File: config.mk
export PLATFORM = sky130hd
export DESIGN_NAME = efi_ctrl
export DESIGN_NICKNAME = d
export VERILOG_FILES = /design/src/rtl/efi_pkg.sv /design/src/rtl/efi_ctrl.sv
export SDC_FILE = /design/constraint.sdc
export NUM_CORES = 1
export LEC_CHECK = 0
export BUFFER_PORTS_ARGS = -buffer_cell sky130_fd_sc_hd__buf_2
export CAP_MARGIN = 20
export CORE_AREA = 2 2 39 41
export CTS_BUF_LIST = sky130_fd_sc_hd__clkbuf_2 sky130_fd_sc_hd__clkbuf_4 sky130_fd_sc_hd__clkbuf_8
export DETAILED_ROUTE_END_ITERATION = 7
export DIE_AREA = 0 0 41 43
export GPL_ROUTABILITY_DRIVEN = 0
export SLEW_MARGIN = 20
export SYNTH_ARGS = -nofsm -noshare
export SYNTH_HDL_FRONTEND = slang
export SYNTH_SLANG_ARGS = --single-unit
File: constraint.sdc
create_clock -name clock -period 1.2 [get_ports clock]
set_input_delay 0.06 -clock clock [delete_from_list [all_inputs] [get_ports clock]]
set_output_delay 0.06 -clock clock [all_outputs]
set_load 0.02 [all_outputs]
File: src/rtl/efi_pkg.sv
`timescale 1ns / 1ps
// ----------------------------------------------------------------------------
// efi_pkg
// Shared types, codes and constants of the escape-time fractal iterator.
// ----------------------------------------------------------------------------
package efi_pkg;

   localparam int CSR_INDEX_BITS = 2;
   localparam int CSR_DATA_BITS  = 32;

   localparam logic [CSR_INDEX_BITS-1:0] REG_FRACTAL_MODE   = 2'd0;
   localparam logic [CSR_INDEX_BITS-1:0] REG_MAX_ITERATIONS = 2'd1;
   localparam logic [CSR_INDEX_BITS-1:0] REG_JULIA_C_RE     = 2'd2;
   localparam logic [CSR_INDEX_BITS-1:0] REG_JULIA_C_IM     = 2'd3;

   localparam logic [1:0] MODE_MANDELBROT = 2'd0;
   localparam logic [1:0] MODE_TRICORN    = 2'd1;
   localparam logic [1:0] MODE_SHIP       = 2'd2;
   localparam logic [1:0] MODE_JULIA      = 2'd3;

   localparam logic [15:0] MAX_ITER_RESET = 16'd100;

   localparam logic [63:0] JDEF_RE_NUM = 64'd766667;
   localparam logic [63:0] JDEF_IM_NUM = 64'd90000;
   localparam logic [63:0] JDEF_DEN    = 64'd1000000;

   typedef struct packed {
      logic [1:0]         mode;
      logic [15:0]        max_iter;
      logic signed [31:0] julia_re;
      logic signed [31:0] julia_im;
   } cfg_type;

   typedef enum logic [2:0] {
      ST_IDLE,
      ST_PREP,
      ST_MULT,
      ST_UPDATE,
      ST_SQUARE,
      ST_TEST,
      ST_FINISH
   } state_type;

   typedef struct packed {
      logic load;
      logic prep;
      logic mult;
      logic update;
      logic square;
      logic advance;
      logic mark_escape;
      logic out_load;
   } cmd_type;

   typedef struct packed {
      logic start_stop;
      logic escape;
      logic last;
   } status_type;

   // negative default Julia part, truncated toward zero to frac fraction bits
   function automatic logic [31:0] jdef(input logic [63:0] num, input int frac);
      logic [63:0] mag;
      mag = (num << frac) / JDEF_DEN;
      return 32'(-mag);
   endfunction

endpackage

File: src/rtl/efi_ctrl.sv
`timescale 1ns / 1ps
// ----------------------------------------------------------------------------
// efi_ctrl
// Sequencer: steps each iteration through prepare, multiply, update,
// square and test, and hands finished items to the output register.
// ----------------------------------------------------------------------------
module efi_ctrl (
   input  logic                 clock,
   input  logic                 reset,
   input  logic                 req_valid,
   output logic                 req_ready,
   output logic                 rsp_valid,
   input  logic                 rsp_ready,
   input  efi_pkg::status_type  status,
   output efi_pkg::cmd_type     cmd
);

   efi_pkg::state_type state_ff, state_in;
   logic               rsp_valid_ff, rsp_valid_in;
   logic               out_free;

   assign out_free = !rsp_valid_ff || rsp_ready;

   always_comb begin
      state_in = state_ff;
      unique case (state_ff)
         efi_pkg::ST_IDLE: begin
            if (req_valid) begin
               state_in = status.start_stop ? efi_pkg::ST_FINISH : efi_pkg::ST_PREP;
            end
         end
         efi_pkg::ST_PREP:   state_in = efi_pkg::ST_MULT;
         efi_pkg::ST_MULT:   state_in = efi_pkg::ST_UPDATE;
         efi_pkg::ST_UPDATE: state_in = efi_pkg::ST_SQUARE;
         efi_pkg::ST_SQUARE: state_in = efi_pkg::ST_TEST;
         efi_pkg::ST_TEST: begin
            if (status.escape || status.last) begin
               state_in = efi_pkg::ST_FINISH;
            end else begin
               state_in = efi_pkg::ST_PREP;
            end
         end
         efi_pkg::ST_FINISH: begin
            if (out_free) begin
               state_in = efi_pkg::ST_IDLE;
            end
         end
         default: state_in = efi_pkg::ST_IDLE;
      endcase
   end

   always_comb begin
      cmd       = '0;
      req_ready = 1'b0;
      unique case (state_ff)
         efi_pkg::ST_IDLE: begin
            req_ready = 1'b1;
            cmd.load  = req_valid;
         end
         efi_pkg::ST_PREP:   cmd.prep   = 1'b1;
         efi_pkg::ST_MULT:   cmd.mult   = 1'b1;
         efi_pkg::ST_UPDATE: cmd.update = 1'b1;
         efi_pkg::ST_SQUARE: cmd.square = 1'b1;
         efi_pkg::ST_TEST: begin
            cmd.mark_escape = status.escape;
            cmd.advance     = !status.escape;
         end
         efi_pkg::ST_FINISH: cmd.out_load = out_free;
         default: cmd = '0;
      endcase
   end

   always_comb begin
      rsp_valid_in = rsp_valid_ff;
      if (cmd.out_load) begin
         rsp_valid_in = 1'b1;
      end else if (rsp_ready) begin
         rsp_valid_in = 1'b0;
      end
   end

   always_ff @(posedge clock) begin
      if (reset) begin
         state_ff     <= efi_pkg::ST_IDLE;
         rsp_valid_ff <= 1'b0;
      end else begin
         state_ff     <= state_in;
         rsp_valid_ff <= rsp_valid_in;
      end
   end

   assign rsp_valid = rsp_valid_ff;

endmodule

* Word-level counts from Yosys, hierarchy flattened
Cells that the tools add are included.
** Operators by class
- Eq/ne operators :: 8
- Multiplexer cells :: 15
- Reduce and logical (&&, ||, !) cells :: 7
** Operators by type and width (count)
- $pmux 3 s7 :: 1
- $mux 3 :: 4
- $eq 3x3->1 const B :: 3
- $mux 1 :: 9
- $eq 3x2->1 const B :: 2
- $ne 2x2->1 const B :: 2
- $eq 3x1->1 const B :: 1
- $logic_not 3->1 :: 1
- $logic_not 1->1 :: 2
- $logic_or 1x1->1 :: 2
- $mux 2 :: 1
- $reduce_and 2->1 :: 1
- $reduce_bool 2->1 :: 1
** Storage, ports and cells
- Register bits :: 4
- Input port bits :: 7
- Word-level logic and storage cells :: 32

* Logic depth before layout (Yosys ltp)
Gate-level depths: netlist (run 1).
- Depth in word-level cells :: 4
- Mapped depth :: 4

* Worst setup path before layout (run 1)
Ideal clock, no wire load.
- Kind :: register to register
- From :: register state_ff[1]
- To :: register state_ff[2]
- Library setup time :: 0.116 ns
- Arrival time :: 1.234 ns
- Data required time :: 1.084 ns
- Slack :: -0.151 ns
- Cell stages (with the launch flop) :: 5
- Path through :: dfxtp_1 -> buf_2 -> nor3_2 -> a221oi_1 -> a31o_2
** Between the ends
- Cells in the longest elaborated chain, start to end :: 3
- Elaborated cells on any way between the ends :: 11
- Classes of those cells :: 8 x eq/ne; 1 x mux; 2 x reduce/logical
** RTL lines
- from (decl) :: line efi_ctrl.sv:18 : efi_pkg::state_type state_ff, state_in;
- from (signal assigned) :: line efi_ctrl.sv:84 : state_ff <= efi_pkg::ST_IDLE;
- from (signal assigned) :: line efi_ctrl.sv:87 : state_ff <= state_in;
- $eq 3x3->1 / $logic_not 3->1 (equally long branches) :: line efi_ctrl.sv:26 : unique case (state_ff)
- $ne 2x2->1 (no line)
- $reduce_and 2->1 (no line)
Several ways; a longest one is shown, not always the timed one.
A chain may end at the register's enable or synchronous reset.

==> results_dict.tcl, run 1 <==
set metrics [dict create \
    status "finished clean" \
    fmax_mhz 861 \
    worstPathRequired_ps 1140 \
    synth_compound_area_share_pct 21.0 \
    final_util_pct 36.5 \
    antenna_found_initial 0 \
    route.detailed.drc 0 \
    busiest_layer "met1" \
    die_x_um 41 \
    synth-simple-area-share_pct 40.3 \
    cp_data_arrival_time_ps 1100 \
    diodes 0 \
    synth_top_family_by_area "simple AND/OR/NAND/NOR gates" \
    syn_area_per_cell_um2 7.48 \
    synth.distinct_cells 24 \
    endpoint_kind "primary output" \
    setup_violations 0 \
    maxSlewViolCount 0 \
    drt_wl_total_um 809 \
    skew_ps 1.84 \
    grt_pass1_vias 289 \
    fin_nets 70 \
    rsz0062_at_grt "true" \
    area_growth_pct 73.4 \
    tightest_slew_ps 271 \
    die_area_mm2 0.00176 \
    hold_class "input pin to flip-flop" \
    fin_crit_ps 1160 \
    synth_xor_area_share_pct 0 \
    num_rows 14 \
    insertion_delay_ps 230 \
    met1_usage_pct 14.4 \
    grt_pass1_wl_um 1190 \
    hold_viol 0 \
    clk_pin_slew_worst_paths_ps 40 \
    synth_cells 39 \
    cp-start-kind "flip-flop" \
    grt_use_total_pct 9.62 \
    clock_sinks 4 \
    ys_ff_latch 4 \
    htreeDepth 1 \
    numCtsBuffers 3 \
    fp.dieH_um 43 \
    power_density_mw_per_mm2 2420 \
    fillCellCount 148 \
    io_pins 17 \
    use_met3_pct 3.14 \
    synthAdderAreaFrac_pct 0 \
    cp_max_fo 4 \
    cap_viol_max_count 0 \
    drt_iter0_markers 2 \
    core-area_mm2 0.00138 \
    yosysSeqAreaShare_pct 27.5 \
    drive_gt1_share_pct 59.0 \
    synth_area_um2 292 \
    clock-root-buffer "clkbuf_4" \
    period_share_pct 96.7 \
    yosysWarningCount 0 \
    initial_core_util_pct 21.1 \
    portBuffers 16 \
    maxSlewHeadroom_pct 81.8 \
    met2_usage_pct 12.2 \
    ant_nets 0 \
    first_pass_iters 2 \
    hold_buffers 0 \
    cts_tree "done" \
    peakVddDrop_mv 1.18 \
    syn-num-nets 46 \
    via_per_inst 4.69 \
    critPathKind "flip-flop to primary output" \
    vias 361 \
    placed_area_um2 410 \
    grt_overflow 0 \
    cellLeakagePower_nw 0.237 \
    muxShareOfSynthArea_pct 0 \
    avgRoutedWirePerCell_um 10.5 \
    hpwlAfterDp_um 564 \
    grt_max_degree 12 \
    clk_path_buf_depth 2 \
    final_area_um2 505 \
]
-- critical path, cell delays in order (launching register included) --
cell     delay, ps
dfxtp_2        330
buf_6          120
nor3_4         140
and2_4         170
buf_6          110
-- worst paths after layout --
kind	start	end	slack, ps	cells after the start
max reg2reg	state_ff[2]$_SDFFE_PP0P_	state_ff[2]$_SDFFE_PP0P_	60	5
min	reset	rsp_valid$_SDFFE_PP0P_	50	2
min reg2reg	rsp_valid$_SDFFE_PP0P_	rsp_valid$_SDFFE_PP0P_	520	2
max	state_ff[2]$_SDFFE_PP0P_	cmd[7]	40	4
-- synthesized netlist by cell type, drive strengths merged --
library cell / n / area share (%)
dfxtp: 4 / 27
nor3: 4 / 8.6
inv: 3 / 3.9
nor2: 3 / 3.9
a21oi: 2 / 3.4
a31o: 2 / 6.0
and3: 2 / 4.3
buf: 2 / 4.3
clkbuf: 2 / 3.0
nand2b: 2 / 4.3
nor3b: 2 / 5.1
o21ai: 2 / 3.4
a221oi: 1 / 3.0
and2: 1 / 2.1
and4: 1 / 3.0
nand2: 1 / 1.3
nand3b: 1 / 2.6
nor2b: 1 / 2.1
o211ai: 1 / 2.6
o31ai: 1 / 2.6
or3b: 1 / 3.0
-- layout make-up --
class	instances	area, um2	area share, %
Multi-Input combinational cell	28	218	43.1
Tap cell	16	20.0	3.96
Sequential cell	4	88.8	17.6
Timing Repair Buffer	23	145	28.7
Clock buffer	3	22.5	4.46
Inverter	3	11.3	2.23
-- logic make-up (layout without fill, tap and decap cells) --
group                  count (synthesis)  count (layout)
AND/OR/NAND/NOR                       19              19
flip-flops                             4               4
buffers and inverters                  7              29
AO/OA/AOI/OAI                          9               9
-- state kept, by name, indices dropped and copies added, names as in the netlist --
register and cells:
rsp_valid 1, state_ff 3
-- cells in the final DEF, fill, tap and decap left out, drive strengths merged, types with 2 or more instances in the layout --
| cell type | netlist | layout |
|---|---|---|
| buf | 2 | 22 |
| nor3 | 4 | 4 |
| clkbuf | 2 | 4 |
| dfxtp | 4 | 4 |
| inv | 3 | 3 |
| nor2 | 3 | 3 |
| and3 | 2 | 2 |
| o21ai | 2 | 2 |
| a31o | 2 | 2 |
| a21oi | 2 | 2 |
| nand2b | 2 | 2 |
| nor3b | 2 | 2 |
-- routing by layer --
layer / vias up / share of wire (%)
met5: - / 0
met4: 0 / 0
met3: 0 / 8.4
met2: 13 / 46
met1: 163 / 46
li1: 185 / -
-- power breakdown --
part / internal (mW) / switching, mW / total [mW]
Combinational: 0.393 / 0.392 / 0.785
Sequential: 0.194 / 0.0762 / 0.270
Clock: 0.112 / 0.0569 / 0.169
-- repair_timing --
action / CTS / global route
gates resized for setup: 10 / 3
pin swaps: 2 / 4
setup endpoints to repair: 8 / 8
setup buffers: 1 / 3
-- stage by stage --
stage | setup slack, ps | instances | hold WS [ps] | power (mW) | TNS (ps)
after detailed placement | 10.8 | 70 | 268 | 0.850 | 0
after floorplan | -27.1 | 39 | 129 | 0.671 | -27.1
final | 39.1 | 77 | 52.1 | 1.22 | 0
after CTS | -5.17 | 74 | 19.6 | 1.14 | -8.17
after global placement | 52.8 | 70 | 271 | 0.844 | 0
after global routing | -18.6 | 77 | 39.5 | 1.31 | -23.3
(Power assumes the default switching activity.)
==> run 2, diff against run 1 <==
Settings changed: RECOVER_POWER set to 100.
==> run 2 against run 1 <==
  * Global-route usage did not move
  * First-iteration DRC count is the same
  * Largest cell class unchanged
  * Hold slack hardly changed
  * Core utilization down 0.090 points
  * Sequential power about the same
==> results_dict.tcl, run 2 (synthesis results as in run 1) <==
set metrics [dict create \
    portBuffers 16 \
    avgRoutedWirePerCell_um 10.5 \
    grt_pass1_wl_um 1190 \
    period_share_pct 96.7 \
    hold_class "input pin to flip-flop" \
    final_cells 77 \
    critPathKind "flip-flop to primary output" \
    initial_core_util_pct 21.1 \
    clock_sinks 4 \
    peakVddDrop_mv 1.18 \
    maxSlewViolCount 0 \
    endpoint_kind "primary output" \
    placed_area_um2 410 \
    cp_data_arrival_time_ps 1100 \
    clock-root-buffer "clkbuf_4" \
    worst_path_max_delay_cell "dfxtp_2" \
    worst_path_largest_cell_delay_ps 330 \
    grt_pass1_vias 289 \
    cap_viol_max_count 0 \
    dpl_worst_slack_ps 10.8 \
    critPathBufInv 2 \
    hold_slack_ps 52.1 \
    insertion_delay_ps 230 \
    critical_path.top_delay_family "flip-flops" \
    area_growth_pct 73.0 \
    layout_commonest_cell "buf_2" \
    hpwlAfterDp_um 564 \
    numCtsBuffers 3 \
    route.detailed.drc 0 \
    clk_pin_slew_worst_paths_ps 40 \
    top_register "state_ff" \
    drive_gt1_share_pct 57.4 \
    diodes 0 \
    final_cell_mix "buf_2, buf_4" \
    vias 361 \
    fp.dieH_um 43 \
    cp-start-kind "flip-flop" \
    grt_use_total_pct 9.62 \
    clk_path_buf_depth 2 \
    ant_nets 0 \
    worstPathRequired_ps 1140 \
    core-area_mm2 0.00138 \
    die_x_um 41 \
    skew_ps 1.84 \
    cts_tree "done" \
    via_per_inst 4.69 \
    grt_overflow 0 \
    io_pins 17 \
    fmax_mhz 861 \
    power_density_mw_per_mm2 2430 \
    cellLeakagePower_nw 0.233 \
    rsz0062_at_grt "true" \
    setup_violations 0 \
    fin_nets 70 \
    num_rows 14 \
    place_inst 70 \
    hold_viol 0 \
    final_area_um2 504 \
    tightest_slew_ps 271 \
    grt_max_degree 12 \
    fin_crit_ps 1160 \
    worstPathCellList "buf_6, nor3_4, and2_4, buf_6" \
    drt_wl_total_um 810 \
    drt_iter0_markers 2 \
    status "finished clean" \
    cp_max_fo 4 \
    first_pass_iters 2 \
    largest_register_ffs 3 \
    maxSlewHeadroom_pct 81.8 \
    crit_top_cell "buf_6" \
    htreeDepth 1 \
    final.setup.worst_slack_ps 39.1 \
    antenna_found_initial 0 \
    die_area_mm2 0.00176 \
]
-- run 2: final timing paths --
check                                 from                        to  slack, ps  cells past startpoint
hold / removal                       reset    rsp_valid$_SDFFE_PP0P_         50                      2
setup reg to reg  state_ff[2]$_SDFFE_PP0P_  state_ff[2]$_SDFFE_PP0P_         60                      5
hold reg to reg     rsp_valid$_SDFFE_PP0P_    rsp_valid$_SDFFE_PP0P_        520                      2
setup / recovery  state_ff[2]$_SDFFE_PP0P_                    cmd[7]         40                      4
-- run 2: layout make-up --
class,count,area [um2]
tap,16,20.0
sequential,4,88.8
inverter,3,11.3
multi-input combinational,28,218
clock buffer,3,22.5
timing repair buffer,23,144
fill,149,880
-- run 2: metrics by stage --
step | util, % | total power [mW] | setup TNS (ps)
floorplan | - | 0.671 | -27.1
global placement | 29.7 | 0.844 | 0
detailed placement | 29.7 | 0.850 | 0
CTS | 33.9 | 1.14 | -8.17
global route | 36.4 | 1.31 | -23.3
finish | 36.4 | 1.22 | 0
-- run 2: worst register-to-register path: stages (launching register included) --
cell and delay [ps]:
dfxtp_2 330, buf_6 120, nor3_4 150, buf_4 150
a221oi_4 60, a31o_2 230
-- run 2: timing repair --
item                                    4_1_cts  5_1_grt
setup buffers                                 1        3
hold buffers                                  0        0
pin swaps                                     2        4
cloned                                        0        0
resized for setup                            10        3
endpoints found under the setup margin        8        8
hold endpoints to repair                      0        0
-- run 2: metal layers --
| metal | up-vias | share of wire, % | global-route usage, % |
|---|---|---|---|
| met1 | 163 | 46 | 14.4 |
| met5 | - | 0 | 0 |
| met4 | 0 | 0 | 4.00 |
| met2 | 13 | 46 | 12.2 |
| li1 | 185 | - | - |
| met3 | 0 | 8.5 | 3.14 |
-- run 2: where the power goes --
group	internal, mW	switching (mW)
registers	0.194	0.0762
clock network	0.112	0.0569
logic	0.392	0.392
==> run 3, diff against run 2 <==
Clock period 1.2 ns to 1 ns, I/O delays scaled along.
==> run 3 against run 2 <==
  * The run now ends with setup timing left
  * Sequential share of layout area down 3.9 points
  * Via count up 10%
  * Highest routed layer unchanged
  * Clock power up 20%
  * Die area unchanged
  * Cell count up 12%
  * Hold slack worse by 8.4 ps
==> results_dict.tcl, run 3 (synthesis results as in run 1) <==
set metrics [dict create \
    fmax_mhz 832 \
    final_cell_mix "buf_4, buf_6, buf_2, nor2_1, clkbuf_4" \
    area_growth_pct 121 \
    critical_path.top_delay_family "simple AND/OR/NAND/NOR gates" \
    avgRoutedWirePerCell_um 11.3 \
    worst_path_max_delay_cell "or3b_1" \
    drive_gt1_share_pct 70.0 \
    ant_nets 0 \
    setup_violations 12 \
    ff2ff_path_depth 3 \
    worstPathRequired_ps 1130 \
    r2r-end "state_ff[1]$_SDFFE_PP0P_" \
    initial_core_util_pct 21.1 \
    status "finished with violations" \
    grt_use_total_pct 14.2 \
    hold_viol 0 \
    route.detailed.drc 0 \
    violations "setup timing" \
    fin_nets 79 \
    path_depth 3 \
    core-area_mm2 0.00138 \
    via_per_inst 4.63 \
    hold-path-cell-count 2 \
    drt_iter0_markers 12 \
    htreeDepth 1 \
    final.setup.worst_slack_ps -202 \
    fin_crit_ps 1200 \
    drt_wl_total_um 975 \
    critPathBufInv 1 \
    place_inst 73 \
    cap_viol_max_count 0 \
    worstPathCellList "buf_4, or3b_1, a31o_2" \
    top_register "state_ff" \
    largest_register_ffs 3 \
    hold_class "input pin to flip-flop" \
    clk_path_buf_depth 2 \
    vias 398 \
    clock_sinks 4 \
    cp_data_arrival_time_ps 1330 \
    hold_buffers 0 \
    die_x_um 41 \
    antenna_found_initial 0 \
    numCtsBuffers 3 \
    worst_hold_path.endpoint "rsp_valid$_SDFFE_PP0P_" \
    fillCellCount 132 \
    final_cells 86 \
    portBuffers 16 \
    r2r_slack_ps -200 \
    worst_path_largest_cell_delay_ps 370 \
    cellLeakagePower_nw 0.296 \
    regToRegStartpoint "state_ff[2]$_SDFFE_PP0P_" \
    dpl_worst_slack_ps -172 \
    regArea_um2 88.8 \
    insertion_delay_ps 240 \
    grt_max_degree 6 \
    cp-start-kind "flip-flop" \
    layout_commonest_cell "buf_4" \
    io_pins 17 \
    clk_pin_slew_worst_paths_ps 40 \
    multi_input_area_um2 248 \
    fp.dieH_um 43 \
    grt_overflow 0 \
    power_density_mw_per_mm2 2910 \
    maxSlewHeadroom_pct 78.4 \
    maxSlewViolCount 0 \
    diodes 0 \
    cp_max_fo 4 \
    tightest_slew_ps 322 \
    period_share_pct 120 \
    skew_ps 5.33 \
    rsz0062_at_grt "true" \
    min-delay-start "reset" \
    endpoint_kind "flip-flop" \
    die_area_mm2 0.00176 \
    first_pass_iters 4 \
    grt_pass1_wl_um 1630 \
    peakVddDrop_mv 1.31 \
    critPathKind "flip-flop to flip-flop" \
    hpwlAfterDp_um 616 \
    grt_pass1_vias 408 \
    finalPower_mw 1.88 \
    clock-root-buffer "clkbuf_4" \
    cts_tree "done" \
    num_rows 14 \
]
==> run 3: stage by stage <==
stage	utilization [%]	TNS, ps	hold slack, ps	instance area [um2]
after floorplan	-	-668	119	335
after global placement	32.3	-882	259	447
after detailed placement	32.3	-950	260	447
after CTS	45.5	-2090	32.4	629
after global routing	46.7	-2620	51.8	646
final	46.7	-2010	43.6	646
==> run 3: routing by layer <==
layer | track usage, % | up-vias | routed length, um
met3 | 1.57 | 0 | 35
met1 | 20.6 | 185 | 446
li1 | - | 202 | -
met2 | 17.5 | 11 | 493
met4 | 12.0 | 0 | 0
met5 | 0 | - | 0
==> run 3: what timing repair did <==
| action | CTS | global route |
|---|---|---|
| pin swaps | 6 | 3 |
| cloned | 1 | 0 |
| setup endpoints to repair | 12 | 12 |
| resized for setup | 30 | 2 |
| setup buffers | 8 | 1 |
==> run 3: worst max-delay path by stage <==
stage	from	to	slack [ps]
CTS	state_ff[1]$_SDFFE_PP0P_	cmd[2]	-230
floorplan	state_ff[0]$_SDFFE_PP0P_	state_ff[1]$_SDFFE_PP0P_	-170
finish	state_ff[2]$_SDFFE_PP0P_	state_ff[1]$_SDFFE_PP0P_	-200
detailed placement	state_ff[1]$_SDFFE_PP0P_	state_ff[2]$_SDFFE_PP0P_	-170
global route	state_ff[1]$_SDFFE_PP0P_	cmd[2]	-260
global placement	state_ff[1]$_SDFFE_PP0P_	state_ff[0]$_SDFFE_PP0P_	-150
==> run 3: report_power, final <==
group / internal, mW / total, mW / switching, mW
clock: 0.134 / 0.203 / 0.0686
combinational: 0.766 / 1.36 / 0.597
sequential: 0.233 / 0.313 / 0.0799
total: 1.13 / 1.88 / 0.745
==> run 3: worst reg2reg max path: stages, from the launching register on <==
cell	delay [ps]
dfxtp_2	360
buf_4	120
or3b_1	370
a31o_2	240
==> run 3: final cells by class <==
| cell class | count | area share (%) |
|---|---|---|
| inverters | 3 | 2.13 |
| repair buffers | 32 | 39.1 |
| flip-flops and latches | 4 | 13.8 |
| well taps | 16 | 3.10 |
| multi-input cells | 28 | 38.4 |
| clock buffers | 3 | 3.49 |
