===== src/rtl/efi_pkg.sv =====
`timescale 1ns / 1ps
// ----------------------------------------------------------------------------
// efi_pkg
// Shared types, codes and constants of the escape-time fractal iterator.
// ----------------------------------------------------------------------------
package efi_pkg;

   localparam int CSR_INDEX_BITS = 2;
   localparam int CSR_DATA_BITS  = 32;

   localparam logic [CSR_INDEX_BITS-1:0] REG_FRACTAL_MODE   = 2'd0;
   localparam logic [CSR_INDEX_BITS-1:0] REG_MAX_ITERATIONS = 2'd1;
   localparam logic [CSR_INDEX_BITS-1:0] REG_JULIA_C_RE     = 2'd2;
   localparam logic [CSR_INDEX_BITS-1:0] REG_JULIA_C_IM     = 2'd3;

   localparam logic [1:0] MODE_MANDELBROT = 2'd0;
   localparam logic [1:0] MODE_TRICORN    = 2'd1;
   localparam logic [1:0] MODE_SHIP       = 2'd2;
   localparam logic [1:0] MODE_JULIA      = 2'd3;

   localparam logic [15:0] MAX_ITER_RESET = 16'd100;

   localparam logic [63:0] JDEF_RE_NUM = 64'd766667;
   localparam logic [63:0] JDEF_IM_NUM = 64'd90000;
   localparam logic [63:0] JDEF_DEN    = 64'd1000000;

   typedef struct packed {
      logic [1:0]         mode;
      logic [15:0]        max_iter;
      logic signed [31:0] julia_re;
      logic signed [31:0] julia_im;
   } cfg_type;

   typedef enum logic [2:0] {
      ST_IDLE,
      ST_PREP,
      ST_MULT,
      ST_UPDATE,
      ST_SQUARE,
      ST_TEST,
      ST_FINISH
   } state_type;

   typedef struct packed {
      logic load;
      logic prep;
      logic mult;
      logic update;
      logic square;
      logic advance;
      logic mark_escape;
      logic out_load;
   } cmd_type;

   typedef struct packed {
      logic start_stop;
      logic escape;
      logic last;
   } status_type;

   // negative default Julia part, truncated toward zero to frac fraction bits
   function automatic logic [31:0] jdef(input logic [63:0] num, input int frac);
      logic [63:0] mag;
      mag = (num << frac) / JDEF_DEN;
      return 32'(-mag);
   endfunction

endpackage


===== src/rtl/efi_regs.sv =====
`timescale 1ns / 1ps
// ----------------------------------------------------------------------------
// efi_regs
// Configuration registers written through the plain write port.
// ----------------------------------------------------------------------------
module efi_regs #(
   parameter int FRAC_BITS = 28
) (
   input  logic                                  clock,
   input  logic                                  reset,
   input  logic                                  wr_en,
   input  logic [efi_pkg::CSR_INDEX_BITS-1:0]    index,
   input  logic [efi_pkg::CSR_DATA_BITS-1:0]     wr_data,
   output efi_pkg::cfg_type                      cfg
);

   localparam logic [31:0] JDEF_RE = efi_pkg::jdef(efi_pkg::JDEF_RE_NUM, FRAC_BITS);
   localparam logic [31:0] JDEF_IM = efi_pkg::jdef(efi_pkg::JDEF_IM_NUM, FRAC_BITS);

   efi_pkg::cfg_type cfg_ff, cfg_in;

   always_comb begin
      cfg_in = cfg_ff;
      if (wr_en) begin
         unique case (index)
            efi_pkg::REG_FRACTAL_MODE:   cfg_in.mode     = wr_data[1:0];
            efi_pkg::REG_MAX_ITERATIONS: cfg_in.max_iter = wr_data[15:0];
            efi_pkg::REG_JULIA_C_RE:     cfg_in.julia_re = wr_data;
            efi_pkg::REG_JULIA_C_IM:     cfg_in.julia_im = wr_data;
            default:                     cfg_in = cfg_ff;
         endcase
      end
   end

   always_ff @(posedge clock) begin
      if (reset) begin
         cfg_ff.mode     <= efi_pkg::MODE_MANDELBROT;
         cfg_ff.max_iter <= efi_pkg::MAX_ITER_RESET;
         cfg_ff.julia_re <= JDEF_RE;
         cfg_ff.julia_im <= JDEF_IM;
      end else begin
         cfg_ff <= cfg_in;
      end
   end

   assign cfg = cfg_ff;

endmodule


===== config.mk =====
export PLATFORM = sky130hd
export DESIGN_NAME = efi_regs
export DESIGN_NICKNAME = d
export VERILOG_FILES = /design/src/rtl/efi_pkg.sv /design/src/rtl/efi_regs.sv
export SDC_FILE = /design/constraint.sdc
export NUM_CORES = 1
export LEC_CHECK = 0
export BUFFER_PORTS_ARGS = -buffer_cell sky130_fd_sc_hd__buf_2
export CAP_MARGIN = 0
export CORE_MARGIN = 8
export CORE_UTILIZATION = 30
export CTS_CLUSTER_DIAMETER = 100
export DETAILED_ROUTE_END_ITERATION = 8
export GPL_TIMING_DRIVEN = 1
export PLACE_DENSITY = 0.53
export REMOVE_ABC_BUFFERS = 1
export SETUP_SLACK_MARGIN = 0.05
export SLEW_MARGIN = 15
export SYNTH_ARGS = -nofsm -noshare
export SYNTH_HDL_FRONTEND = slang
export SYNTH_SLANG_ARGS = --single-unit

===== constraint.sdc =====
create_clock -name clock -period 1.2 [get_ports clock]
set_input_delay 0.18 -clock clock [delete_from_list [all_inputs] [get_ports clock]]
set_output_delay 0.18 -clock clock [all_outputs]
set_load 0.005 [all_outputs]

# --- Word level (Yosys, flattened, before mapping) ---
# Cells that the tools add are included.
totals:
  inputBits: 37
  out_inout_bits: 82
  ff_bits: 82
op_classes:
  n_reduce_logical: 5
  eq_ne: 3
op_table:
  columns: ["cell", "count"]
  rows:
  - ["AND reduction 2 bit", 4]
  - ["equality test 2 bit (second input constant)", 2]
  - ["equality test 2 x 1 -> 1 bit (second input constant)", 1]
  - ["logical NOT 2 bit", 1]

# --- Longest topological paths before layout ---
# Gate-level depths: netlist of the first run.
depth:
  depth_word: 2
  mapped_depth: 4

# --- Least setup slack after synthesis of the first run ---
# OpenSTA, ideal clock, no wires.
synth_path:
  kind: "input -> register"
  from: "input index[0] in the netlist's numbering"
  to: "register cfg_ff, in the netlist cfg[43]"
  arrival_ns: 0.854
  stages: 4
  slack_ns: 0.274
  setup_ns: 0.072
  required_time_ns: 1.128
  path_cell_list: "and3b_1 > buf_6 > buf_6 > mux2i_1"
synth_via:
  elab_chain_len: 2
synth_lines:
  columns: ["item", "line_no", "rtl"]
  rows:
  - ["from (decl)", "efi_regs.sv:12", "input logic [efi_pkg::CSR_INDEX_BITS-1:0] index,"]
  - ["equality test 2 bit", "efi_regs.sv:25", "unique case (index)"]
  - ["AND reduction 2 bit (no source line)", null, null]
  - ["to (signal assigned)", "efi_regs.sv:42", "cfg_ff <= cfg_in;"]
  - ["to (decl)", "efi_regs.sv:20", "efi_pkg::cfg_type cfg_ff, cfg_in;"]
# Every way passes these cells.
# A chain may end at the register's enable or synchronous reset.

# --- Worst setup path in the final report of the first run ---
layout_path:
  from: "register cfg_ff, in the netlist cfg[64]"
  to: "output cfg[64] in the netlist's numbering"
layout_lines:
  columns: ["item", "line_no", "rtl"]
  rows:
  - ["to (decl)", "efi_regs.sv:14", "output efi_pkg::cfg_type cfg"]
# No word-level cell between the ends.

==> metrics.txt, run 1 <==
# TYPE chip_impl_metric gauge
chip_impl_info{name="result_of_the_run",value="finished, final reports clean"} 1
chip_impl_metric{name="synth_cell_types",unit=""} 12
chip_impl_metric{name="cts-resized-gates",unit=""} 0
chip_impl_metric{name="synth_warnings",unit=""} 0
chip_impl_metric{name="numCtsBuffers",unit=""} 9
chip_impl_metric{name="min_period",unit="ns"} 1.03
chip_impl_metric{name="finish.cell_count_without_fillers",unit=""} 586
chip_impl_info{name="worst_path_max_delay_cell",value="sky130_fd_sc_hd__dfxtp_1"} 1
chip_impl_metric{name="post_synth_mux_area_share",unit="%"} 24.9
chip_impl_metric{name="internal_power",unit="mW"} 4.01
chip_impl_metric{name="horizontal_die_dimension",unit="um"} 121
chip_impl_metric{name="power_density",unit="nW/um2"} 1250
chip_impl_metric{name="sw_frac_of_total",unit="%"} 24.7
chip_impl_metric{name="critical_path.n_buffers_inverters",unit=""} 1
chip_impl_metric{name="synthSimpleGateAreaFrac",unit="%"} 21.3
chip_impl_metric{name="final-hold-violation-count",unit=""} 0
chip_impl_metric{name="n_antenna_cell",unit=""} 0
chip_impl_metric{name="remaining_drcs",unit=""} 0
chip_impl_metric{name="final_max_slew_viol_count",unit=""} 0
chip_impl_metric{name="floorplan.die_area",unit="um2"} 14600
chip_impl_info{name="cp-startpoint",value="cfg[64]"} 1
chip_impl_metric{name="synth_seq_cells",unit=""} 82
chip_impl_metric{name="comb_power_share",unit="%"} 10.4
chip_impl_metric{name="final_net_count",unit=""} 478
chip_impl_info{name="end_kind",value="primary output"} 1
chip_impl_metric{name="vert_die_dim",unit="um"} 121
chip_impl_metric{name="aggregate_routed_wire_length",unit="mm"} 8.14
chip_impl_metric{name="first_pass_iters",unit=""} 4
chip_impl_metric{name="netSwitchingPower",unit="mW"} 1.32
chip_impl_info{name="tritoncts_clock_tree",value="done"} 1
chip_impl_info{name="crit_path_cell_trace",value="buf_2"} 1
chip_impl_metric{name="synthDominantCellAreaShare",unit="%"} 49.8
chip_impl_info{name="crit_type",value="flip-flop to primary output"} 1
chip_impl_metric{name="vias_per_cell",unit=""} 4.31
chip_impl_metric{name="grt_pass1_wl",unit="mm"} 13.1
chip_impl_metric{name="max_clock_freq",unit="MHz"} 972
chip_impl_metric{name="design.portCount",unit=""} 119
chip_impl_metric{name="post_cts_hold_buffer_count",unit=""} 0
chip_impl_metric{name="route.antenna.remaining_nets",unit=""} 0
chip_impl_metric{name="clock_sinks",unit=""} 82
chip_impl_metric{name="number_of_antenna_violations_at_the_first_check_in_global_routing",unit=""} 0
chip_impl_metric{name="max-slew-margin-rel",unit="%"} 76.1
chip_impl_metric{name="worstPathMaxFanout",unit=""} 2
chip_impl_metric{name="design_power",unit="mW"} 5.33
chip_impl_metric{name="htreeDepth",unit=""} 3
chip_impl_metric{name="data_arrival_time_at_the_worst_slack_endpoint",unit="ns"} 0.85
chip_impl_metric{name="final-setup-viol-count",unit=""} 0
chip_impl_info{name="yosys-top-cells-area",value="sky130_fd_sc_hd__dfxtp_1 (50%), sky130_fd_sc_hd__mux2i_1 (25%), sky130_fd_sc_hd__nand2b_1 (11%), sky130_fd_sc_hd__nor2_1 (8.3%), sky130_fd_sc_hd__buf_6 (1.7%)"} 1
chip_impl_info{name="hold_path_class",value="primary input to flip-flop"} 1
chip_impl_metric{name="fin_setup_tns",unit="ns"} 0
chip_impl_metric{name="cellLeakagePower",unit="nW"} 1.93
chip_impl_metric{name="layout_worst_path_cycle_share",unit="%"} 85.7
chip_impl_metric{name="synthesized_area",unit="um2"} 3300
chip_impl_metric{name="synth_area_per_cell",unit="um2"} 10.1
chip_impl_metric{name="clock_insertion_delay_worst_skew",unit="ns"} 0.35
chip_impl_metric{name="synthesized_instance_count",unit=""} 326
chip_impl_metric{name="cts_setup_buffers",unit=""} 0
chip_impl_metric{name="global_routing_usage_summed_across_all_routing_layers",unit="%"} 11.3
chip_impl_metric{name="detailed_place_hpwl",unit="mm"} 5.87
chip_impl_info{name="crit-reg2reg-launch",value="cfg[41]"} 1
chip_impl_metric{name="synth_area_in_xor_xnor",unit="%"} 0
chip_impl_metric{name="clock_network_fraction_of_design_power",unit="%"} 35.9
chip_impl_metric{name="maxcap_violations",unit=""} 0
chip_impl_metric{name="fin_skew",unit="ns"} 0
chip_impl_metric{name="core_area",unit="um2"} 10800
chip_impl_info{name="cts_root_buffer_type",value="sky130_fd_sc_hd__clkbuf_8"} 1
chip_impl_metric{name="rrSetupSlack",unit="ns"} 0.56
chip_impl_metric{name="worst_slew_pin_slew",unit="ns"} 0.358
chip_impl_metric{name="largest_register_ffs",unit=""} 82
chip_impl_metric{name="complex_gate_fraction_of_the_synthesized_area",unit="%"} 0
chip_impl_metric{name="io_buffer_count",unit=""} 118
chip_impl_metric{name="fp-row-count",unit=""} 38
chip_impl_info{name="synth_top_family_by_area",value="multiplexers"} 1
chip_impl_info{name="worst_path_dominant_cell_family",value="flip-flops"} 1
chip_impl_metric{name="grt_start_max_net_pins",unit=""} 74
chip_impl_metric{name="drive_gt1_share",unit="%"} 32.1
chip_impl_metric{name="vias",unit=""} 2525
chip_impl_metric{name="share_of_the_yosys_chip_area_belonging_to_registers",unit="%"} 49.8
chip_impl_metric{name="drt_iter0_markers",unit=""} 132
chip_impl_metric{name="grt-ovfl-total",unit=""} 0
chip_impl_metric{name="peakVddDrop",unit="mV"} 0.645
chip_impl_info{name="min_from",value="wr_data[21]"} 1
chip_impl_metric{name="slowest_delay",unit="ns"} 0.37
chip_impl_metric{name="first_global_vias",unit=""} 2570
chip_impl_metric{name="area_growth_syn_to_layout",unit="%"} 29.5
chip_impl_info{name="grt_setup_unrepaired",value="false"} 1
chip_impl_metric{name="max-clock-path-buffers",unit=""} 2
chip_impl_metric{name="cp_data_required_time",unit="ns"} 1.02
chip_impl_metric{name="average_wire_per_cell_in_the_routed_design",unit="um"} 13.9
chip_impl_metric{name="adder_cell_fraction_of_synth_area",unit="%"} 0
chip_impl_metric{name="initial_core_utilization",unit="%"} 30.6
chip_impl_metric{name="path_clk_slew",unit="ns"} 0.08
chip_impl_metric{name="place_congestion",unit=""} 0.705
chip_impl_metric{name="placedCellCount",unit=""} 570
chip_impl_info{name="synthDominantAreaCellType",value="sky130_fd_sc_hd__dfxtp_1"} 1
chip_impl_info{name="critPathLaunchType",value="flip-flop"} 1
chip_impl_metric{name="seq_power_share",unit="%"} 53.7
## area by class of cell
| cell class | instances | area, um2 |
|---|---|---|
| Tap cell | 140 | 175 |
| Clock buffer | 12 | 165 |
| Timing Repair Buffer | 126 | 741 |
| Clock inverter | 4 | 25.0 |
| Sequential cell | 82 | 1640 |
| Fill cell | 1099 | 6520 |
| Multi-Input combinational cell | 222 | 1520 |
## cell families (layout without fill, tap and decap cells)
| logic type | Yosys count | after routing |
|---|---|---|
| AND/OR/NAND/NOR | 140 | 140 |
| flip-flops | 82 | 82 |
| buffers and inverters | 22 | 142 |
| multiplexers | 82 | 82 |
## through the flow
| step | util, % | hold WS, ns | instance area (um2) | setup WS, ns |
|---|---|---|---|---|
| finish | 39.6 | 0.0943 | 4270 | 0.171 |
| global placement | 37.8 | 0.448 | 4080 | 0.170 |
| CTS | 39.6 | 0.0680 | 4270 | 0.143 |
| global route | 39.6 | 0.0704 | 4270 | 0.116 |
| detailed placement | 37.8 | 0.461 | 4080 | 0.123 |
| floorplan | - | 0.335 | 3160 | -0.345 |
## cell usage after synthesis
master                     instances
sky130_fd_sc_hd__mux2i_1          82
sky130_fd_sc_hd__and3b_1           2
sky130_fd_sc_hd__nand2b_1         60
sky130_fd_sc_hd__dfxtp_1          82
sky130_fd_sc_hd__and3_1            1
sky130_fd_sc_hd__nand3b_1          2
sky130_fd_sc_hd__clkbuf_1          6
sky130_fd_sc_hd__or3b_1            1
sky130_fd_sc_hd__nor2_1           73
sky130_fd_sc_hd__buf_6             5
sky130_fd_sc_hd__buf_2            11
sky130_fd_sc_hd__nand3_1           1
## per-layer routing
metal	share of wire (%)	wire (um)	GRT usage, %	up-vias
met5	0	0	0	-
met4	1.8	150	5.39	0
met3	9.2	749	5.21	12
met2	43	3530	17.2	78
met1	46	3710	13.3	1144
li1	-	-	-	1291
## power groups by stage
stage	Combinational [mW]	Clock, mW	Sequential [mW]
after floorplan	0.237	0	2.94
after global placement	0.557	0	2.93
after detailed placement	0.569	0	2.93
after CTS	0.571	2.00	2.87
after global routing	0.616	2.11	2.88
final	0.555	1.91	2.87
## worst paths after layout
check,end,depth (start not counted)
setup reg to reg,cfg[41],2
setup / recovery,cfg[64],1
hold / removal,cfg[21],3
hold reg to reg,cfg[77],2
## cells in the final DEF, fill, tap and decap left out, drive strengths merged
| cell | n |
|---|---|
| dfxtp | 82 |
| and3b | 2 |
| clkinvlp | 2 |
| mux2i | 82 |
| nand2b | 60 |
| nor2 | 73 |
| or3b | 1 |
| nand3b | 2 |
| clkbuf | 12 |
| clkinv | 2 |
| and3 | 1 |
| buf | 126 |
| nand3 | 1 |
No activity file was read; power rests on OpenSTA's default activity.
==> run 2: changes to the inputs <==
--- a/config.mk
+++ b/config.mk
@@ -8,11 +8,11 @@
 export BUFFER_PORTS_ARGS = -buffer_cell sky130_fd_sc_hd__buf_2
 export CAP_MARGIN = 0
 export CORE_MARGIN = 8
-export CORE_UTILIZATION = 30
+export CORE_UTILIZATION = 49
 export CTS_CLUSTER_DIAMETER = 100
 export DETAILED_ROUTE_END_ITERATION = 8
 export GPL_TIMING_DRIVEN = 1
-export PLACE_DENSITY = 0.53
+export PLACE_DENSITY = 0.79
 export REMOVE_ABC_BUFFERS = 1
 export SETUP_SLACK_MARGIN = 0.05
 export SLEW_MARGIN = 15
==> run 2 against run 1 <==
Effect of this change:
- final cell count down 10%
- die area down 34%
- clock skew unchanged
- largest power group unchanged
- largest cell class unchanged
- critical endpoint is now cfg[1]
- hold slack better by 0.013 ns
- via count up 0.28%
- non-clock buffer count up 1
- global-route usage up 5.0 points
- first-iteration DRC count down 52%
- clock-buffer cell count down 1
- critical path depth unchanged
- power up 4.7%
- clock power up 13%
==> metrics.txt, run 2 (same netlist as run 1, synthesis figures left out) <==
# TYPE chip_impl_metric gauge
chip_impl_metric{name="slowest_delay",unit="ns"} 0.36
chip_impl_info{name="tritoncts_clock_tree",value="done"} 1
chip_impl_metric{name="largest_register_ffs",unit=""} 82
chip_impl_metric{name="average_wire_per_cell_in_the_routed_design",unit="um"} 14.6
chip_impl_metric{name="clock_sinks",unit=""} 82
chip_impl_metric{name="final_net_count",unit=""} 479
chip_impl_metric{name="cp_data_required_time",unit="ns"} 1.02
chip_impl_metric{name="io_buffer_count",unit=""} 118
chip_impl_metric{name="final-setup-viol-count",unit=""} 0
chip_impl_metric{name="layout_worst_path_cycle_share",unit="%"} 83.4
chip_impl_metric{name="power_density",unit="nW/um2"} 1320
chip_impl_metric{name="numCtsBuffers",unit=""} 9
chip_impl_metric{name="max-clock-path-buffers",unit=""} 2
chip_impl_metric{name="core_area",unit="um2"} 6640
chip_impl_metric{name="grt-ovfl-total",unit=""} 0
chip_impl_metric{name="vert_die_dim",unit="um"} 98.0
chip_impl_info{name="endpoint_of_the_most_critical_register_to_register_path",value="cfg[52]"} 1
chip_impl_metric{name="area.sequential",unit="um2"} 1640
chip_impl_metric{name="max_clock_freq",unit="MHz"} 999
chip_impl_info{name="critPathLaunchType",value="flip-flop"} 1
chip_impl_metric{name="multi_input_area",unit="um2"} 1520
chip_impl_metric{name="data_arrival_time_at_the_worst_slack_endpoint",unit="ns"} 0.82
chip_impl_metric{name="vias_per_cell",unit=""} 4.80
chip_impl_info{name="crit-reg2reg-launch",value="cfg[52]"} 1
chip_impl_metric{name="place_congestion",unit=""} 0.718
chip_impl_metric{name="worstPathMaxFanout",unit=""} 2
chip_impl_metric{name="detailed_place_hpwl",unit="mm"} 5.67
chip_impl_info{name="crit_path_cell_trace",value="buf_2"} 1
chip_impl_info{name="end_kind",value="primary output"} 1
chip_impl_metric{name="min_period",unit="ns"} 1.00
chip_impl_metric{name="final-hold-violation-count",unit=""} 0
chip_impl_info{name="crit_type",value="flip-flop to primary output"} 1
chip_impl_metric{name="drive_gt1_share",unit="%"} 32.0
chip_impl_metric{name="aggregate_routed_wire_length",unit="mm"} 7.67
chip_impl_metric{name="finish.cell_count_without_fillers",unit=""} 527
chip_impl_info{name="cp-startpoint",value="cfg[1]"} 1
chip_impl_metric{name="design.portCount",unit=""} 119
chip_impl_metric{name="final_max_slew_viol_count",unit=""} 0
chip_impl_metric{name="initial_core_utilization",unit="%"} 49.6
chip_impl_metric{name="maxcap_violations",unit=""} 0
chip_impl_metric{name="grt_start_max_net_pins",unit=""} 47
chip_impl_info{name="cts_root_buffer_type",value="sky130_fd_sc_hd__clkbuf_8"} 1
chip_impl_info{name="result_of_the_run",value="finished, final reports clean"} 1
chip_impl_metric{name="route.antenna.remaining_nets",unit=""} 0
chip_impl_metric{name="rrSetupSlack",unit="ns"} 0.55
chip_impl_metric{name="hold_ws",unit="ns"} 0.108
chip_impl_metric{name="fin_skew",unit="ns"} 0
chip_impl_info{name="worst_path_max_delay_cell",value="sky130_fd_sc_hd__dfxtp_1"} 1
chip_impl_metric{name="cellLeakagePower",unit="nW"} 1.95
chip_impl_info{name="crit_end",value="cfg[1]"} 1
chip_impl_info{name="layout.cells.most_common",value="sky130_fd_sc_hd__buf_2"} 1
chip_impl_metric{name="drt_iter0_markers",unit=""} 64
chip_impl_metric{name="worst_slew_pin_slew",unit="ns"} 0.401
chip_impl_metric{name="placedCellCount",unit=""} 511
chip_impl_metric{name="critical_path.n_buffers_inverters",unit=""} 1
chip_impl_metric{name="floorplan.die_area",unit="um2"} 9610
chip_impl_metric{name="max-slew-margin-rel",unit="%"} 73.2
chip_impl_metric{name="first_global_vias",unit=""} 2751
chip_impl_metric{name="horizontal_die_dimension",unit="um"} 98.0
chip_impl_metric{name="path_clk_slew",unit="ns"} 0.08
chip_impl_metric{name="remaining_drcs",unit=""} 0
chip_impl_metric{name="vias",unit=""} 2532
chip_impl_metric{name="critical_path_cell_count",unit=""} 1
chip_impl_metric{name="fp-row-count",unit=""} 30
chip_impl_metric{name="clock_insertion_delay_worst_skew",unit="ns"} 0.33
chip_impl_metric{name="n_antenna_cell",unit=""} 0
chip_impl_metric{name="reg2regPathDepth",unit=""} 2
chip_impl_metric{name="htreeDepth",unit=""} 3
chip_impl_metric{name="post_cts_hold_buffer_count",unit=""} 0
chip_impl_metric{name="number_of_antenna_violations_at_the_first_check_in_global_routing",unit=""} 0
chip_impl_info{name="worst_path_dominant_cell_family",value="flip-flops"} 1
chip_impl_metric{name="first_pass_iters",unit=""} 4
chip_impl_metric{name="cts_setup_buffers",unit=""} 0
chip_impl_metric{name="cts-resized-gates",unit=""} 0
chip_impl_info{name="layout.cells.most_common_list",value="sky130_fd_sc_hd__buf_2 (117), sky130_fd_sc_hd__mux2i_1 (82), sky130_fd_sc_hd__dfxtp_1 (82), sky130_fd_sc_hd__nor2_1 (73), sky130_fd_sc_hd__nand2b_1 (60)"} 1
chip_impl_metric{name="area_growth_syn_to_layout",unit="%"} 28.3
chip_impl_metric{name="fillers",unit=""} 560
chip_impl_metric{name="global_routing_usage_summed_across_all_routing_layers",unit="%"} 16.4
chip_impl_info{name="grt_setup_unrepaired",value="false"} 1
chip_impl_metric{name="peakVddDrop",unit="mV"} 0.594
chip_impl_info{name="hold_path_class",value="primary input to flip-flop"} 1
chip_impl_metric{name="grt_pass1_wl",unit="mm"} 12.9
run 2: cell count changes in the layout (fill, tap and decap cells not counted), sizes merged:
| cell | before | now |
|---|---|---|
| buf | 126 | 127 |
| bufinv | 0 | 2 |
| clkbuf | 12 | 11 |
| clkinvlp | 2 | 1 |
run 2: report_power, final:
group	internal (mW)	switching (mW)	total, mW
combinational	0.286	0.271	0.557
clock	1.22	0.938	2.16
sequential	2.82	0.0492	2.87
run 2: stage by stage:
| step | setup TNS, ns | total power, mW | util (%) | worst slack [ns] | instance area (um2) |
|---|---|---|---|---|---|
| final | 0 | 5.58 | 63.7 | 0.199 | 4230 |
| after floorplan | -9.47 | 3.17 | - | -0.345 | 3160 |
| after CTS | 0 | 5.66 | 63.7 | 0.186 | 4230 |
| after global routing | 0 | 5.85 | 63.7 | 0.148 | 4230 |
| after detailed placement | 0 | 3.50 | 60.4 | 0.116 | 4010 |
| after global placement | 0 | 3.48 | 60.4 | 0.162 | 4010 |
run 2: area by class of cell:
class | count | area share (%)
clock inverter | 5 | 1.83
multi-input combinational | 222 | 36.0
sequential | 82 | 38.8
clock buffer | 11 | 3.34
tap | 80 | 2.36
timing repair buffer | 127 | 17.7
run 2: worst min-delay path by stage:
stage               to  cells after the start         from
6_report       cfg[19]                      3  wr_data[19]
5_1_grt        cfg[21]                      3  wr_data[21]
4_1_cts        cfg[19]                      3  wr_data[19]
3_5_place_dp   cfg[19]                      3  wr_data[19]
3_3_place_gp   cfg[30]                      3  wr_data[30]
2_1_floorplan  cfg[20]                      2  wr_data[20]
run 2: layer usage:
metal  part of all wire (%)  track usage (%)  wire, um  up-vias
li1                       -                -         -     1289
met1                     42             18.1      3250     1172
met2                     50             28.0      3810       67
met3                    7.1             6.19       544        4
met4                   0.80             5.76        61        0
met5                      0                0         0        -
